[src/rtl/core/iad_pkg.sv]
// shared types and constants for the indexed array insert/delete block
// no dependencies

package iad_pkg;

  localparam int ACT_W  = 3;
  localparam int IDX_W  = 6;
  localparam int DATA_W = 32;
  localparam int ST_W   = 2;
  localparam int CMP_W  = IDX_W + 1;

  localparam int CAPACITY_DEFAULT = 64;

  localparam logic [ACT_W-1:0] ACT_LOAD    = 3'd0;
  localparam logic [ACT_W-1:0] ACT_INSERT  = 3'd1;
  localparam logic [ACT_W-1:0] ACT_DELETE  = 3'd2;
  localparam logic [ACT_W-1:0] ACT_UPDATE  = 3'd3;
  localparam logic [ACT_W-1:0] ACT_DISPLAY = 3'd4;

  localparam logic [ST_W-1:0] ST_OK        = 2'd0;
  localparam logic [ST_W-1:0] ST_BAD_INDEX = 2'd1;
  localparam logic [ST_W-1:0] ST_FULL      = 2'd2;
  localparam logic [ST_W-1:0] ST_EMPTY     = 2'd3;

  typedef struct packed {
    logic                     load;
    logic [ST_W-1:0]          status;
    logic [IDX_W-1:0]         index;
    logic signed [DATA_W-1:0] value;
    logic                     last;
  } out_load_t;

endpackage

[src/rtl/core/iad_mem.sv]
// entry storage: one write port, one read port with registered read data
// depends on iad_pkg

module iad_mem #(
  parameter int DEPTH = iad_pkg::CAPACITY_DEFAULT,
  parameter int AW    = $clog2(iad_pkg::CAPACITY_DEFAULT)
) (
  input  logic                             clk,
  input  logic                             we,
  input  logic [AW-1:0]                    waddr,
  input  logic signed [iad_pkg::DATA_W-1:0] wdata,
  input  logic                             re,
  input  logic [AW-1:0]                    raddr,
  output logic signed [iad_pkg::DATA_W-1:0] rdata
);

  logic signed [iad_pkg::DATA_W-1:0] mem [DEPTH];

  always_ff @(posedge clk) begin
    if (we) begin
      mem[waddr] <= wdata;
    end
  end

  always_ff @(posedge clk) begin
    if (re) begin
      rdata <= mem[raddr];
    end
  end

endmodule

[src/rtl/core/iad_out.sv]
// output register holding one result transaction until taken
// depends on iad_pkg

module iad_out (
  input  logic                              clk,
  input  logic                              rst,
  input  iad_pkg::out_load_t                ld,
  output logic                              out_free,
  output logic                              out_valid,
  input  logic                              out_ready,
  output logic [iad_pkg::ST_W-1:0]          status,
  output logic [iad_pkg::IDX_W-1:0]         out_index,
  output logic signed [iad_pkg::DATA_W-1:0] out_value,
  output logic                              last
);

  assign out_free = !out_valid || out_ready;

  always_ff @(posedge clk) begin
    if (rst) begin
      out_valid <= 1'b0;
    end else if (ld.load) begin
      out_valid <= 1'b1;
    end else if (out_ready) begin
      out_valid <= 1'b0;
    end
  end

  always_ff @(posedge clk) begin
    if (ld.load) begin
      status    <= ld.status;
      out_index <= ld.index;
      out_value <= ld.value;
      last      <= ld.last;
    end
  end

endmodule

[src/rtl/core/iad_seq.sv]
// sequencer: checks each action, walks the shared index stepper over the
// entry storage for shifts and display, and hands results to the output register
// depends on iad_pkg

module iad_seq #(
  parameter int CAPACITY = iad_pkg::CAPACITY_DEFAULT,
  parameter int AW       = $clog2(iad_pkg::CAPACITY_DEFAULT),
  parameter int CW       = $clog2(iad_pkg::CAPACITY_DEFAULT + 1)
) (
  input  logic                              clk,
  input  logic                              rst,
  input  logic                              in_valid,
  output logic                              in_ready,
  input  logic [iad_pkg::ACT_W-1:0]         action,
  input  logic [iad_pkg::IDX_W-1:0]         position,
  input  logic signed [iad_pkg::DATA_W-1:0] item_value,
  output logic                              mem_we,
  output logic [AW-1:0]                     mem_waddr,
  output logic signed [iad_pkg::DATA_W-1:0] mem_wdata,
  output logic                              mem_re,
  output logic [AW-1:0]                     mem_raddr,
  input  logic signed [iad_pkg::DATA_W-1:0] mem_rdata,
  input  logic                              out_free,
  output iad_pkg::out_load_t                ld
);

  localparam logic [2:0] S_IDLE     = 3'd0;
  localparam logic [2:0] S_SHIFT_RD = 3'd1;
  localparam logic [2:0] S_SHIFT_WR = 3'd2;
  localparam logic [2:0] S_PLACE    = 3'd3;
  localparam logic [2:0] S_RESP     = 3'd4;
  localparam logic [2:0] S_DISP_RD  = 3'd5;
  localparam logic [2:0] S_DISP_WR  = 3'd6;

  localparam logic [iad_pkg::CMP_W-1:0] CAP_CMP = iad_pkg::CMP_W'(CAPACITY);

  logic [2:0]                        state, state_next;
  logic [AW-1:0]                     idx, idx_next;
  logic [AW-1:0]                     stop, stop_next;
  logic                              down, down_next;
  logic [CW-1:0]                     count, count_next;
  logic signed [iad_pkg::DATA_W-1:0] val, val_next;
  logic [iad_pkg::ST_W-1:0]          resp_status, resp_status_next;
  logic [iad_pkg::IDX_W-1:0]         resp_index, resp_index_next;

  logic                       accept;
  logic [AW-1:0]              step_idx;
  logic [iad_pkg::CMP_W-1:0]  pos_cmp;
  logic [iad_pkg::CMP_W-1:0]  n_cmp;
  logic [AW-1:0]              pos_a;
  logic [CW-1:0]              cnt_inc;
  logic [CW-1:0]              cnt_dec;

  assign in_ready = (state == S_IDLE);
  assign accept   = in_valid && in_ready;
  assign step_idx = down ? (idx - AW'(1)) : (idx + AW'(1));
  assign pos_cmp  = {1'b0, position};
  assign n_cmp    = iad_pkg::CMP_W'(count);
  assign pos_a    = position[AW-1:0];
  assign cnt_inc  = count + CW'(1);
  assign cnt_dec  = count - CW'(1);

  always_comb begin
    state_next       = state;
    idx_next         = idx;
    stop_next        = stop;
    down_next        = down;
    count_next       = count;
    val_next         = val;
    resp_status_next = resp_status;
    resp_index_next  = resp_index;
    mem_we           = 1'b0;
    mem_waddr        = idx;
    mem_wdata        = mem_rdata;
    mem_re           = 1'b0;
    mem_raddr        = step_idx;
    ld               = '0;

    case (state)
      S_IDLE: begin
        if (accept) begin
          val_next         = item_value;
          resp_index_next  = position;
          resp_status_next = iad_pkg::ST_OK;
          case (action)
            iad_pkg::ACT_LOAD: begin
              state_next = S_RESP;
              if (position == '0) begin
                mem_we     = 1'b1;
                mem_waddr  = '0;
                mem_wdata  = item_value;
                count_next = CW'(1);
              end else if (pos_cmp != n_cmp) begin
                resp_status_next = iad_pkg::ST_BAD_INDEX;
              end else if (n_cmp >= CAP_CMP) begin
                resp_status_next = iad_pkg::ST_FULL;
              end else begin
                mem_we     = 1'b1;
                mem_waddr  = pos_a;
                mem_wdata  = item_value;
                count_next = cnt_inc;
              end
            end
            iad_pkg::ACT_INSERT: begin
              state_next = S_RESP;
              if (pos_cmp > n_cmp) begin
                resp_status_next = iad_pkg::ST_BAD_INDEX;
              end else if (n_cmp >= CAP_CMP) begin
                resp_status_next = iad_pkg::ST_FULL;
              end else begin
                count_next = cnt_inc;
                if (pos_cmp == n_cmp) begin
                  mem_we    = 1'b1;
                  mem_waddr = pos_a;
                  mem_wdata = item_value;
                end else begin
                  idx_next   = count[AW-1:0];
                  stop_next  = pos_a;
                  down_next  = 1'b1;
                  state_next = S_SHIFT_RD;
                end
              end
            end
            iad_pkg::ACT_DELETE: begin
              state_next = S_RESP;
              if (n_cmp == '0) begin
                resp_status_next = iad_pkg::ST_EMPTY;
              end else if (pos_cmp >= n_cmp) begin
                resp_status_next = iad_pkg::ST_BAD_INDEX;
              end else begin
                count_next = cnt_dec;
                if (pos_cmp != iad_pkg::CMP_W'(cnt_dec)) begin
                  idx_next   = pos_a;
                  stop_next  = cnt_dec[AW-1:0];
                  down_next  = 1'b0;
                  state_next = S_SHIFT_RD;
                end
              end
            end
            iad_pkg::ACT_UPDATE: begin
              state_next = S_RESP;
              if (n_cmp == '0) begin
                resp_status_next = iad_pkg::ST_EMPTY;
              end else if (pos_cmp >= n_cmp) begin
                resp_status_next = iad_pkg::ST_BAD_INDEX;
              end else begin
                mem_we    = 1'b1;
                mem_waddr = pos_a;
                mem_wdata = item_value;
              end
            end
            iad_pkg::ACT_DISPLAY: begin
              if (n_cmp == '0) begin
                resp_status_next = iad_pkg::ST_EMPTY;
                resp_index_next  = '0;
                state_next       = S_RESP;
              end else begin
                idx_next   = '0;
                stop_next  = cnt_dec[AW-1:0];
                down_next  = 1'b0;
                state_next = S_DISP_RD;
              end
            end
            default: begin
              state_next = S_IDLE;
            end
          endcase
        end
      end
      S_SHIFT_RD: begin
        mem_re     = 1'b1;
        mem_raddr  = step_idx;
        state_next = S_SHIFT_WR;
      end
      S_SHIFT_WR: begin
        mem_we    = 1'b1;
        mem_waddr = idx;
        mem_wdata = mem_rdata;
        idx_next  = step_idx;
        if (step_idx == stop) begin
          state_next = down ? S_PLACE : S_RESP;
        end else begin
          state_next = S_SHIFT_RD;
        end
      end
      S_PLACE: begin
        mem_we     = 1'b1;
        mem_waddr  = stop;
        mem_wdata  = val;
        state_next = S_RESP;
      end
      S_RESP: begin
        if (out_free) begin
          ld.load    = 1'b1;
          ld.status  = resp_status;
          ld.index   = resp_index;
          ld.value   = '0;
          ld.last    = 1'b1;
          state_next = S_IDLE;
        end
      end
      S_DISP_RD: begin
        mem_re     = 1'b1;
        mem_raddr  = idx;
        state_next = S_DISP_WR;
      end
      S_DISP_WR: begin
        if (out_free) begin
          ld.load   = 1'b1;
          ld.status = iad_pkg::ST_OK;
          ld.index  = iad_pkg::IDX_W'(idx);
          ld.value  = mem_rdata;
          ld.last   = (idx == stop);
          if (idx == stop) begin
            state_next = S_IDLE;
          end else begin
            idx_next   = step_idx;
            state_next = S_DISP_RD;
          end
        end
      end
      default: begin
        state_next = S_IDLE;
      end
    endcase
  end

  always_ff @(posedge clk) begin
    if (rst) begin
      state <= S_IDLE;
      count <= '0;
    end else begin
      state <= state_next;
      count <= count_next;
    end
  end

  always_ff @(posedge clk) begin
    idx         <= idx_next;
    stop        <= stop_next;
    down        <= down_next;
    val         <= val_next;
    resp_status <= resp_status_next;
    resp_index  <= resp_index_next;
  end

endmodule

[src/rtl/core/indexed_array_insert_delete_top.sv]
// top level of the indexed array insert/delete block
// depends on iad_pkg, iad_mem, iad_seq, iad_out

// Keeps a packed ordered array of up to CAPACITY signed 32-bit entries in a
// single-port-write, single-port-read memory with registered read data, plus
// an entry count. One transaction is worked on at a time and in_ready is low
// until its work is done. Load, update, insert at the end of the array and
// every rejected action write, if at all, when accepted and then present the
// result from the response state. Insert at p below the count n shifts
// entries p..n-1 up and delete at p shifts the entries above p down; each
// entry moved needs one memory read and one write through the shared index
// stepper. Display reads the n entries through the same read port, showing
// each before the next read. A stalled output holds the block in its result
// state. The next transaction is accepted while the last result still waits
// in the output register. Entries hold no reset value; only entries below
// the count are ever shown, so no clearing pass runs after reset.

module indexed_array_insert_delete_top #(
  parameter int CAPACITY = iad_pkg::CAPACITY_DEFAULT
) (
  input  logic                              clk,
  input  logic                              rst,
  input  logic                              in_valid,
  output logic                              in_ready,
  input  logic [iad_pkg::ACT_W-1:0]         action,
  input  logic [iad_pkg::IDX_W-1:0]         position,
  input  logic signed [iad_pkg::DATA_W-1:0] item_value,
  output logic                              out_valid,
  input  logic                              out_ready,
  output logic [iad_pkg::ST_W-1:0]          status,
  output logic [iad_pkg::IDX_W-1:0]         out_index,
  output logic signed [iad_pkg::DATA_W-1:0] out_value,
  output logic                              last
);

  localparam int AW = $clog2(CAPACITY);
  localparam int CW = $clog2(CAPACITY + 1);

  logic                              mem_we;
  logic [AW-1:0]                     mem_waddr;
  logic signed [iad_pkg::DATA_W-1:0] mem_wdata;
  logic                              mem_re;
  logic [AW-1:0]                     mem_raddr;
  logic signed [iad_pkg::DATA_W-1:0] mem_rdata;
  logic                              out_free;
  iad_pkg::out_load_t                ld;

  iad_mem #(
    .DEPTH(CAPACITY),
    .AW   (AW)
  ) u_mem (
    .clk  (clk),
    .we   (mem_we),
    .waddr(mem_waddr),
    .wdata(mem_wdata),
    .re   (mem_re),
    .raddr(mem_raddr),
    .rdata(mem_rdata)
  );

  iad_seq #(
    .CAPACITY(CAPACITY),
    .AW      (AW),
    .CW      (CW)
  ) u_seq (
    .clk       (clk),
    .rst       (rst),
    .in_valid  (in_valid),
    .in_ready  (in_ready),
    .action    (action),
    .position  (position),
    .item_value(item_value),
    .mem_we    (mem_we),
    .mem_waddr (mem_waddr),
    .mem_wdata (mem_wdata),
    .mem_re    (mem_re),
    .mem_raddr (mem_raddr),
    .mem_rdata (mem_rdata),
    .out_free  (out_free),
    .ld        (ld)
  );

  iad_out u_out (
    .clk      (clk),
    .rst      (rst),
    .ld       (ld),
    .out_free (out_free),
    .out_valid(out_valid),
    .out_ready(out_ready),
    .status   (status),
    .out_index(out_index),
    .out_value(out_value),
    .last     (last)
  );

endmodule

[config.mk]
export PLATFORM = sky130hd
export DESIGN_NAME = indexed_array_insert_delete_top
export DESIGN_NICKNAME = d
export VERILOG_FILES = /design/src/rtl/core/iad_pkg.sv /design/src/rtl/core/iad_mem.sv /design/src/rtl/core/iad_out.sv /design/src/rtl/core/iad_seq.sv /design/src/rtl/core/indexed_array_insert_delete_top.sv
export SDC_FILE = /design/constraint.sdc
export NUM_CORES = 2
export LEC_CHECK = 0
export BUFFER_PORTS_ARGS = -buffer_cell sky130_fd_sc_hd__buf_2
export CORE_AREA = 3 3 511 513
export DETAILED_ROUTE_END_ITERATION = 10
export DIE_AREA = 0 0 514 516
export PLACE_DENSITY = 0.65
export SLEW_MARGIN = 20
export SYNTH_ARGS = -nofsm -noshare
export SYNTH_HDL_FRONTEND = slang
export SYNTH_SLANG_ARGS = --single-unit
[constraint.sdc]
create_clock -name clk -period 5.6 [get_ports clk]
set_clock_uncertainty 0.05 [all_clocks]
set_input_delay 0.56 -clock clk [delete_from_list [all_inputs] [get_ports clk]]
set_output_delay 0.56 -clock clk [all_outputs]
set_load 0.02 [all_outputs]
======== Yosys cells after proc, flatten, opt, wreduce, memory -nomap -nowiden ========
Memory sizes are Yosys's and may differ from the RTL's. A register that Yosys moved wholly into a read port is not among the register bits.
Cells that the tools add are included.
storage, ports and cells
  register bits ........................... 105
  RAM bits ................................ 2048
  input port bits ......................... 45
  output and inout port bits .............. 43
  logic and storage cells ................. 179
  memories kept ........................... 1
memory list
  name       depth  bits a word  rd ports  clocked after memory_dff  write ports  RTL line       text
  u_mem.mem  64     32           1         1                         1            iad_mem.sv:17  logic signed [iad_pkg::DATA_W-1:0] mem [DEPTH];
operators by class
  $add $sub $neg .......................... 4
  magnitude comparators ................... 3
  equality and inequality tests ........... 35
  muxes and demuxes ....................... 103
  reductions and logical operators ........ 20
operators with widths
  cell                                                  count
  two-way mux 32 bit                                    9
  two-way mux 6 bit                                     30
  case mux 32 bit (3 select lines)                      1
  two-way mux 42 bit                                    2
  case mux 42 bit (2 select lines)                      1
  case mux 6 bit (3 select lines)                       4
  case mux 32 bit (2 select lines)                      1
  two-way mux 7 bit                                     6
  two-way mux 3 bit                                     12
  two-way mux 1 bit                                     23
  inequality test 3 bit (second input constant)         7
  case mux 3 bit (7 select lines)                       1
  case mux 7 bit (3 select lines)                       1
  inequality test 2 bit (second input constant)         10
  inequality test 6 x 7 -> 1 bit                        2
  equality test 3 x 2 -> 1 bit (second input constant)  4
  equality test 3 bit (second input constant)           4
  equality test 6 bit                                   2
  two-way mux 2 bit                                     6
  case mux 3 bit (4 select lines)                       1
  case mux 6 bit (2 select lines)                       1
  AND reduction 12 bit                                  1
  AND reduction 10 bit                                  1
  nonzero test 3 bit                                    3
  26 further kinds                                      32

======== Depth between registers and ports, before layout ========
  word-level depth ........................ 9
  gate-level depth with buffers ........... 13
  depth with buffers taken out ............ 10

======== Cells and area by module ========
Synthesis repeated with hierarchy kept, for this count alone.
unflattened totals
  cell total of the unflattened synthesis .. 4061
  area total of the unflattened synthesis .. 85373.1 µm²
by module, submodules not included
  module   instances  cells each  area each (µm²)  seq. area each (µm²)
  iad_mem  1          3511        79359.9          62459.9
  iad_seq  1          505         4735.8           1791.7
  iad_out  1          45          1277.5           1251.2

======== Least setup slack after synthesis ========
OpenSTA, ideal clock, no wires.
  kind .................................... input to register
  start point ............................. input position[0] in the netlist's numbering
  end point ............................... memory u_mem.mem[20][0] in the netlist's numbering (enable)
  library setup time ...................... 0.425 ns
  data arrival time ....................... 4.401 ns
  data required time ...................... 5.125 ns
  slack ................................... 0.724 ns
  stages .................................. 12
  path buffers ............................ 2
  cell sequence ........................... inv_1 ha_1 nand2b_1 a211o_1 a211oi_1 a31oi_1 a2bb2oi_2 buf_6 a221o_1 or3_1 buf_2 nor2b_1
on the way
  word-level cells in the longest chain between the ends .. 9
  elaborated cells on any way between the ends .. 28
  those cells by class .................... order compare (2); eq/ne (2); mux (23); reduce/logical (1)
RTL lines
  element                                                                                             RTL line                               text
  from (decl)                                                                                         indexed_array_insert_delete_top.sv:26  input logic [iad_pkg::IDX_W-1:0] position,
  parallel branches: the longest is 9 deep, another holds greater-or-equal comparator 6 x 7 -> 1 bit  --
  to (decl)                                                                                           iad_mem.sv:17
Several ways; the timed one is not identified.

======== Worst setup path after layout ========
  start point ............................. register u_seq.down
  end point ............................... register u_mem.rdata[29] in the netlist's numbering (read register of u_mem.mem), data pin
on the way
  word-level cells in the longest chain between the ends .. 2
RTL lines
  element                 RTL line        text
  from (decl)             iad_seq.sv:40   logic down, down_next;
  from (signal assigned)  iad_seq.sv:241  down <= down_next;
  two-way mux 6 bit       iad_seq.sv:56   assign step_idx = down ? (idx - AW'(1)) : (idx + AW'(1));
  two-way mux 6 bit       iad_seq.sv:79   case (state)
  to (decl)               iad_mem.sv:14   output logic signed [iad_pkg::DATA_W-1:0] rdata
Every way passes these cells.
A chain may end at the register's enable or synchronous reset.

==> out/metrics.yaml <==
maxCapViolCount: 0
ys_ff_latch: 2185
nNetsFinal: 6577
grt.total_usage_pct: 23.1
ctsHoldBuffers: 32
syn_nets: 6422
critPathLaunchType: "flop"
cts_root_buffer: "clkbuf_16"
syn_to_final_growth_pct: 14.0
layout_commonest_cell: "edfxtp_1"
portBuffers: 87
cts.repair.resized: 0
finalCriticalPeriod_ns: 4.96
chipWidth_um: 514
first_pass_iters: 8
ys_seq_area_share_pct: 63.9
internal-power_uw: 28200
grt_use_met2_pct: 37.2
final_core_util_pct: 45.6
relSlewSlack_pct: 23.1
tns_ns: 0
ioPinCount: 88
tritoncts: "done"
p_comb_share_pct: 13.8
globalplace.congestion: 0.894
cts_buffer_depth: 3
cpMostUsedCell: "buf_12"
status: "finished, final reports clean"
fmax_ghz: 0.202
hold_viol: 0
async_flop_share_pct: 0
synthFlopType: "edfxtp_1"
start_util_pct: 40.0
syn_area_um2: 103000
synth_cell_types: 72
crit_path_end_kind: "flop"
hpwl_mm: 182
layout-drive-gt1-share_pct: 23.9
grt_antenna_before_repair: 13
synth-edff-count: 2174
grt_pass1_wl_mm: 448
path_class: "flop to flop"
core_region_area_um2: 257000
crit_fanout: 40
antenna_left: 0
leakagePower_uw: 0.0385
grt_pass1_vias: 63800
initialDrtViolationCount: 7846
layout_common_cells: "2174 x edfxtp_1, 817 x nand2_1, 753 x mux4_2"
worstRegToRegCells: 10
wl_per_cell_um: 30.8
setup_viol: 0
cp_slowest_cell: "fa_4"
timing.final.crit_share_pct: 88.6
hold_path.class: "input port to flop"
p_seq_share_pct: 48.0
power.share.clock_pct: 38.2
grt_overflow: 0
fin_ws_ns: 0.641
clock_latency_ns: 0.86
synthCells: 6363
grt_max_degree: 139
crit_path_max_incr_delay_ns: 1.35
vias_per_cell: 6.35
cts_setup_buffers: 0
tightest_slew_ns: 1.15
min_path_cells: 1
crit_required_ns: 6.10
top_usage_layer: "met2"
num_vias: 64000
drcViolationCount: 0
report.final.slew_viol_count: 0
clock_sinks: 2185
routed_wl_mm: 310
synth_warnings: 0
rows: 186
dpl_worst_slack_ns: 0.680
die_area_um2: 265000
die_height_um: 516
worstPathArrival_ns: 5.46
h-tree-depth: 4
p_sw_uw: 9540
rsz0062_at_grt: "false"
switching_share_pct: 25.2
power.density_nw_per_um2: 323
grt.met3_usage_pct: 5.03
clkTransAtPathRegs_ns: 0.06
avgSynthCellArea_um2: 16.1
vdd_ir_drop_max_mv: 0.284
numCtsBuffers: 220
gr-usage-met1_pct: 30.0
cp_cell_sequence: "fa_4, buf_12, buf_12, buf_4, mux4_2, nand3_1, and3_1, o21ai_0, a21oi_1, nor4_1"
==> synthesized netlist by cell type, types with 21 or more instances <==
cell type	number	area share (%)
a22oi_1	164	1.2
mux2i_1	550	5.4
buf_2	47	0.23
a31oi_1	127	0.77
a21oi_1	123	0.60
a221oi_1	130	1.1
clkbuf_1	348	1.3
o21ai_0	172	0.84
nor2b_1	21	0.13
mux4_2	753	17
nor2_1	92	0.34
edfxtp_1	2174	64
nand2_1	849	3.1
nor4_1	35	0.21
nand3_1	241	1.2
and2_1	45	0.27
and3_1	196	1.2
buf_1	110	0.40
==> metrics by stage <==
stage	std cells	total power [uW]	hold slack, ns	cell area (um2)
4_1_cts	10100	37900	0.0122	117000
2_1_floorplan	6363	21400	0.458	103000
5_1_grt	10100	38900	0.0376	117000
3_3_place_gp	9648	23600	0.499	110000
6_report	10100	37800	0.0598	117000
3_5_place_dp	9648	23600	0.498	110000
==> power groups by stage <==
stage          combinational (uW)  sequential [uW]  clock, uW
2_1_floorplan                2950            18500          0
3_3_place_gp                 5090            18500          0
3_5_place_dp                 5140            18500          0
4_1_cts                      5180            18100      14600
5_1_grt                      5470            18100      15300
6_report                     5220            18200      14400
==> critical path, delay by kind of cell (launching register included) <==
family                     cells  cell delay [ns]
AOI/OAI and AO/OA              2             0.96
adders and majority gates      1             1.35
buffers and inverters          3             0.94
DFF                            1             0.56
muxes                          1             0.31
and+or+nand+nor                3             0.41
==> flip-flops by register name, summed over array words and instances (netlist names) <==
signal / cells
u_seq.resp_status: 2
u_seq.state: 3
u_seq.stop: 6
u_seq.down: 1
u_out.last: 1
u_mem.mem: 2048
u_seq.count: 7
u_seq.idx: 6
u_out.status: 2
u_out.out_value: 32
u_mem.rdata: 32
u_out.out_valid: 1
u_out.out_index: 6
u_seq.val: 32
u_seq.resp_index: 6
==> layout make-up <==
class / instances / area [um2]
fillers: 21700 / 140000
clock buffers: 276 / 5820
inverters: 19 / 76.3
flip-flops and latches: 2185 / 65500
well taps: 3384 / 4230
clock inverters: 119 / 1120
multi-input cells: 3651 / 35700
repair buffers: 441 / 4420
diodes: 5 / 12.5
==> per-layer routing <==
layer	vias up	wire length, um
li1	26200	-
met2	3612	147000
met4	6	15500
met1	33600	116000
met5	-	29
met3	611	31600
==> path summary, 6_finish.rpt <==
kind,to,slack (ns),startpoint
max,u_mem.rdata[29],0.64,u_seq.down
min,u_seq.val[22],0.06,item_value[22]
max reg2reg,u_mem.rdata[29],0.64,u_seq.down
min reg2reg,u_seq.count[5],0.52,u_seq.count[5]
==> kinds of logic (layout without fill, tap and decap cells) <==
kind of cell / count (synthesis) / count (layout) / share of synthesized area, %
AOI/OAI and AO/OA: 772 / 772 / 5.00
xor gates and xnor gates: 29 / 29 / 0.255
adders and majority gates: 14 / 14 / 0.178
buffers and inverters: 527 / 855 / 2.01
DFF: 2185 / 2185 / 63.9
muxes: 1305 / 1305 / 21.9
other: 0 / 5 / 0
and+or+nand+nor: 1531 / 1531 / 6.79
Power figures use the tool's default switching activity.
